$ cat config.mk
export PLATFORM = sky130hd
export DESIGN_NAME = cdm_hist
export DESIGN_NICKNAME = d
export VERILOG_FILES = /design/src/rtl/cdm_pkg.sv /design/src/rtl/cdm_ram.sv /design/src/rtl/cdm_hist.sv
export SDC_FILE = /design/constraint.sdc
export NUM_CORES = 2
export LEC_CHECK = 0
export BUFFER_PORTS_ARGS = -buffer_cell sky130_fd_sc_hd__buf_2
export CAP_MARGIN = 5
export CORE_ASPECT_RATIO = 1.4
export CORE_MARGIN = 1.5
export CORE_UTILIZATION = 55
export DETAILED_ROUTE_END_ITERATION = 7
export PLACE_DENSITY = 0.7
export SYNTH_ARGS = -nofsm -noshare
export SYNTH_HDL_FRONTEND = slang
export SYNTH_MEMORY_MAX_BITS = 65536
export SYNTH_SLANG_ARGS = --single-unit
$ cat constraint.sdc
create_clock -name clk -period 14 [get_ports clk]
set_clock_uncertainty 0.15 [all_clocks]
set_input_delay 0 -clock clk [delete_from_list [all_inputs] [get_ports clk]]
set_output_delay 0 -clock clk [all_outputs]
set_load 0.03 [all_outputs]
$ cat src/rtl/cdm_pkg.sv
// shared types and constants of the chessboard distance map
package cdm_pkg;

	typedef enum logic [1:0] {
		OP_WRITE    = 2'd0,
		OP_RUN      = 2'd1,
		OP_READ_PIX = 2'd2,
		OP_READ_BIN = 2'd3
	} op_t;

	typedef enum logic [3:0] {
		ST_IDLE,
		ST_EXEC,
		ST_RD_WAIT,
		ST_DONE,
		ST_MARK_RD,
		ST_MARK_WR,
		ST_RLX_RD,
		ST_RLX_LAST,
		ST_RLX_WR
	} state_t;

	localparam logic [1:0] REG_WIDTH    = 2'd0;
	localparam logic [1:0] REG_HEIGHT   = 2'd1;
	localparam logic [1:0] REG_POLARITY = 2'd2;

	localparam int CFG_W   = 9;
	localparam int IDX_W   = 16;
	localparam int PIX_W   = 8;
	localparam int BIN_W   = 8;
	localparam int BINS    = 256;
	localparam int VALUE_W = 17;

	localparam logic [VALUE_W-1:0] BIN_MAX = 17'h1FFFF;
	localparam logic [PIX_W-1:0] PIX_FEATURE = 8'd255;
	localparam logic [PIX_W-1:0] PIX_SAT     = 8'd254;

	// neighbor slots: slot zero is the center pixel itself
	localparam int NB_N = 9;
	localparam logic [3:0] NB_LAST = 4'd8;
	localparam logic signed [1:0] NB_DX [NB_N] = '{
		2'sd0, -2'sd1, 2'sd0, 2'sd1, -2'sd1, 2'sd1, -2'sd1, 2'sd0, 2'sd1
	};
	localparam logic signed [1:0] NB_DY [NB_N] = '{
		2'sd0, -2'sd1, -2'sd1, -2'sd1, 2'sd0, 2'sd0, 2'sd1, 2'sd1, 2'sd1
	};

	typedef struct packed {
		logic             clear;
		logic             inc;
		logic [BIN_W-1:0] bin;
	} hist_cmd_t;

endpackage

$ cat src/rtl/cdm_ram.sv
// generic single write port ram with registered read
module cdm_ram #(
	parameter int WIDTH = 8,
	parameter int DEPTH = 256,
	localparam int AW = (DEPTH > 1) ? $clog2(DEPTH) : 1
) (
	input  logic             clk,
	input  logic             wr_en,
	input  logic [AW-1:0]    wr_addr,
	input  logic [WIDTH-1:0] wr_data,
	input  logic [AW-1:0]    rd_addr,
	output logic [WIDTH-1:0] rd_data
);

	logic [WIDTH-1:0] mem [DEPTH];

	always_ff @(posedge clk) begin
		if (wr_en) begin
			mem[wr_addr] <= wr_data;
		end
		rd_data <= mem[rd_addr];
	end

endmodule

$ cat src/rtl/cdm_hist.sv
// histogram store with per-bin valid bits, saturating increment and read
module cdm_hist (
	input  logic                         clk,
	input  logic                         arst_n,
	input  cdm_pkg::hist_cmd_t           cmd,
	output logic [cdm_pkg::VALUE_W-1:0]  rdata
);

	import cdm_pkg::*;

	logic [BINS-1:0]    valid_q;
	logic               inc_s1;
	logic [BIN_W-1:0]   bin_s1;
	logic               wr_vld_q;
	logic [BIN_W-1:0]   wr_bin_q;
	logic [VALUE_W-1:0] wr_data_q;
	logic [VALUE_W-1:0] ram_rd;
	logic [VALUE_W-1:0] cur;
	logic [VALUE_W-1:0] nxt;

	cdm_ram #(.WIDTH(VALUE_W), .DEPTH(BINS)) u_ram (
		.clk     (clk),
		.wr_en   (inc_s1),
		.wr_addr (bin_s1),
		.wr_data (nxt),
		.rd_addr (cmd.bin),
		.rd_data (ram_rd)
	);

	// forward the last write when the same bin is read right behind it
	always_comb begin
		if (wr_vld_q && wr_bin_q == bin_s1) begin
			cur = wr_data_q;
		end else if (valid_q[bin_s1]) begin
			cur = ram_rd;
		end else begin
			cur = '0;
		end
		nxt = (cur < BIN_MAX) ? cur + VALUE_W'(1) : cur;
	end

	assign rdata = cur;

	always_ff @(posedge clk or negedge arst_n) begin
		if (!arst_n) begin
			valid_q  <= '0;
			inc_s1   <= 1'b0;
			wr_vld_q <= 1'b0;
		end else begin
			inc_s1   <= cmd.inc;
			wr_vld_q <= inc_s1 && !cmd.clear;
			if (cmd.clear) begin
				valid_q <= '0;
			end else if (inc_s1) begin
				valid_q[bin_s1] <= 1'b1;
			end
		end
	end

	always_ff @(posedge clk) begin
		bin_s1    <= cmd.bin;
		wr_bin_q  <= bin_s1;
		wr_data_q <= nxt;
	end

endmodule

==> impl_metrics.py <==
metrics = {
    "setup_path": {
        "cpMostUsedCell": "buf_4",
        "rr_worst_depth": 16,
        "r2r_end": "u_ram.mem[66][8]",
        "arrival_ns": 8.43,
        "crit_required_ns": 14.40,
        "cp-start-kind": "flip-flop",
        "worstPathCellList": "buf_4 -> mux2i_1 -> a22oi_1 -> nand3_1 -> nand4_1 -> a22o_1 -> nor3_2 -> o22ai_2 -> buf_4 -> a22o_1 -> ha_1 -> o211a_1 -> and2_1 -> a21oi_4 -> buf_4 -> buf_4",
        "cpPeakStageDelay_ns": 0.98,
        "crit_fanout": 122,
        "crit_type": "flip-flop to flip-flop",
        "slowest_stage": "buf_4",
        "critPathTopFamily": "buffers and inverters",
        "ff2ff_setup_slack_ns": 5.97,
        "r2r-start": "bin_s1[0]",
        "critPathLaunch": "bin_s1[0]",
        "critical_path_buf_inv_count": 4,
        "cp-end-kind": "flip-flop",
        "cp.depth": 16,
    },
    "sta": {
        "finalSetupTns_ns": 0,
        "finalSetupViolCount": 0,
        "slew_violations": 126,
        "rsz0062_at_grt": "false",
        "timing.fmax_ghz": 0.125,
        "hold_viol": 0,
        "worstMarginPinSlew_ns": 1.60,
        "timing.final.crit_share": 0.574,
        "relSlewSlack": -0.0637,
        "finalCriticalPeriod_ns": 8.03,
    },
    "synth": {
        "syn-cell-area_mm2": 0.179,
        "syn_avg_cell_area_um2": 23.3,
        "syn_inst": 7682,
        "synth_top_family_by_area": "multiplexers",
        "synthArstFlopShare": 0.0554,
        "ys_top_cells_by_count": "edfxtp_1 (4352), mux4_2 (1464), nor2_1 (710)",
        "dominantRegCellSynth": "edfxtp_1",
        "synth_edf_count": 4352,
        "yosysTopAreaCellShare": 0.731,
        "ys_types": 58,
        "synth_compound_area_frac": 0.00570,
        "yosysMostFrequentCell": "edfxtp_1",
        "synth_fa_ha_area_frac": 0.0000700,
        "synth_xor_area_frac": 0.00103,
        "synthSimpleGateAreaFrac": 0.0198,
        "synth.area.top_cells": "edfxtp_1 (73%), mux4_2 (18%), dfrtp_1 (3.6%), nor2_1 (1.5%), clkbuf_1 (0.65%)",
        "muxShareOfSynthArea": 0.191,
        "synth_top_area_cell": "edfxtp_1",
        "synth-seq-cells": 4660,
        "synth_nets": 7695,
        "synth-seq-area-share": 0.773,
        "synth_warnings": 0,
    },
    "placed_design": {
        "io_buffers": 28,
        "place.gp.congestion": 0.858,
        "dpl.cell_count": 11760,
        "dp_hpwl_um": 259000,
    },
    "run_status": {
        "violations": "slew limit",
        "status": "complete, but fails checks",
    },
    "global_routing": {
        "grt_max_degree": 258,
        "gr-usage-all-layers": 0.294,
        "grt_overflow_total": 0,
        "antenna_found_initial": 21,
        "grt_pass1_vias": 86302,
        "grt_pass1_wl_um": 671000,
    },
    "clock_tree": {
        "post_cts_buffers": 0,
        "cts_root_buf": "clkbuf_16",
        "clockBufferDepth": 4,
        "cts.sinks": 4660,
        "post_cts_resized": 0,
        "htreeDepth": 5,
        "hold_buffers": 15,
        "clkLatencyLatePin_ns": 0.95,
        "cts_tree": "yes",
        "cts.reportedPaths.clkPinSlew_ns": 0.07,
        "cts_buffers": 404,
    },
    "floorplanning": {
        "row_count": 247,
        "ioPinCount": 29,
        "initial_core_util": 0.553,
        "die_area_mm2": 0.328,
        "die_width_um": 485,
        "die_h_um": 677,
        "coreArea_mm2": 0.323,
    },
    "flow_run": {
        "max-cap-violations": 0,
    },
    "final_layout": {
        "fillers": 21222,
        "layout.nets": 7961,
        "syn_to_final_growth_pct": 11.6,
        "layout-drive-gt1-share": 0.312,
        "fin_cells": 12523,
    },
    "power": {
        "peakVddDrop_mv": 0.0948,
        "powerDensity_mw_per_mm2": 144,
        "leakage_nw": 63.5,
    },
    "routing": {
        "first_pass_iters": 6,
        "ant_nets": 0,
        "wl_per_cell_um": 38.5,
        "wl_um": 482000,
        "drc_errors": 0,
        "via_count": 86012,
        "routed_via_density": 6.87,
        "drt-initial-drc-count": 12831,
    },
    "min_path": {
        "worstHoldStart": "cmd[4]",
        "hp-class": "primary input to flip-flop",
        "hold_end": "u_ram.rd_data[12]",
        "min_path_cells": 4,
    },
}
==> area by class of cell <==
type | count | area [um^2] | share of cell area
tap | 4233 | 5300 | 0.0266
clock buffer | 485 | 10700 | 0.0534
clock inverter | 246 | 2600 | 0.0131
multi-input combinational | 2589 | 40300 | 0.202
sequential | 4660 | 138000 | 0.693
inverter | 4 | 15.0 | 0.0000753
antenna | 17 | 42.5 | 0.000213
timing repair buffer | 289 | 2420 | 0.0121
==> power breakdown <==
part	switching, W	internal (W)
clock	0.00497	0.00637
combinational	0.00118	0.000549
sequential	0.0000337	0.0156
==> routing by layer <==
metal,GRT usage,vias up,share of wire
met2,0.490,5484,0.50
met1,0.386,46529,0.35
met5,0.00220,-,0.00032
met3,0.0516,1076,0.098
li1,-,32913,-
met4,0.126,10,0.052
==> state kept, by name, summed over array words and instances, names as in the netlist <==
name	flops
bin_s1	8
inc_s1	1
u_ram.mem	4352
u_ram.rd_data	17
valid_q	256
wr_bin_q	8
wr_data_q	17
wr_vld_q	1
==> cells in the final DEF (no fill, tap or decap), types with 4 or more instances in the layout <==
| master | count |
|---|---|
| a21oi_1 | 24 |
| a22o_1 | 14 |
| a22oi_1 | 33 |
| and2_1 | 4 |
| buf_12 | 16 |
| buf_2 | 20 |
| buf_4 | 231 |
| buf_8 | 4 |
| bufinv_16 | 51 |
| clkbuf_1 | 64 |
| clkbuf_16 | 411 |
| clkbuf_8 | 10 |
| clkinv_1 | 72 |
| clkinv_2 | 70 |
| clkinv_4 | 10 |
| clkinvlp_4 | 26 |
| dfrtp_1 | 258 |
| dfxtp_1 | 47 |
| diode_2 | 17 |
| dlygate4sd3_1 | 14 |
| edfxtp_1 | 4352 |
| inv_1 | 4 |
| inv_6 | 9 |
| mux2_2 | 4 |
| mux2i_1 | 80 |
| mux4_1 | 9 |
| mux4_2 | 1464 |
| nand2_1 | 65 |
| nand2b_1 | 6 |
| nand3_1 | 33 |
| nand3_2 | 7 |
| nand4_1 | 7 |
| nor2_1 | 553 |
| nor2_4 | 157 |
| nor2b_1 | 9 |
| nor3_2 | 14 |
| o21ba_2 | 33 |
| o22ai_1 | 8 |
| xnor2_2 | 10 |
| xor2_1 | 7 |
==> worst reg2reg max path, stage by stage, from the launching register on <==
cell and delay (ns):
dfxtp_4 0.95, buf_4 0.98, mux2i_1 0.37, a22oi_1 0.12, nand3_1 0.15, nand4_1 0.13, a22o_1 0.29, nor3_2 0.26
o22ai_2 0.16, buf_4 0.26, a22o_1 0.31, ha_1 0.29, o211a_1 0.20, and2_1 0.27, a21oi_4 0.76, buf_4 0.89
buf_4 0.96
==> cells by family after synthesis <==
kind of cell	after synthesis
simple gates	879
fa+ha+maj	1
buf+inv	433
xor+xnor	21
compound gates	131
flops	4660
mux	1557
==> metrics by stage <==
stage,hold WS [ns],setup WS [ns],power [W],area (um^2),util
6_report,0.0449,5.97,0.0287,199000,0.617
5_1_grt,0.0677,5.54,0.0293,199000,0.617
4_1_cts,0.00468,6.06,0.0288,199000,0.617
3_5_place_dp,0.0177,6.06,0.0176,186000,0.575
3_3_place_gp,0.00667,6.45,0.0176,186000,0.575
2_1_floorplan,-0.446,1.53,0.0171,179000,-
==> worst max path at each step <==
| stage | endpoint |
|---|---|
| floorplan | u_ram.mem[0][16] |
| global placement | u_ram.mem[80][8] |
| detailed placement | u_ram.mem[1][8] |
| CTS | u_ram.mem[0][8] |
| global route | u_ram.mem[67][8] |
| finish | u_ram.mem[66][8] |
Power figures use the tool's default switching activity.
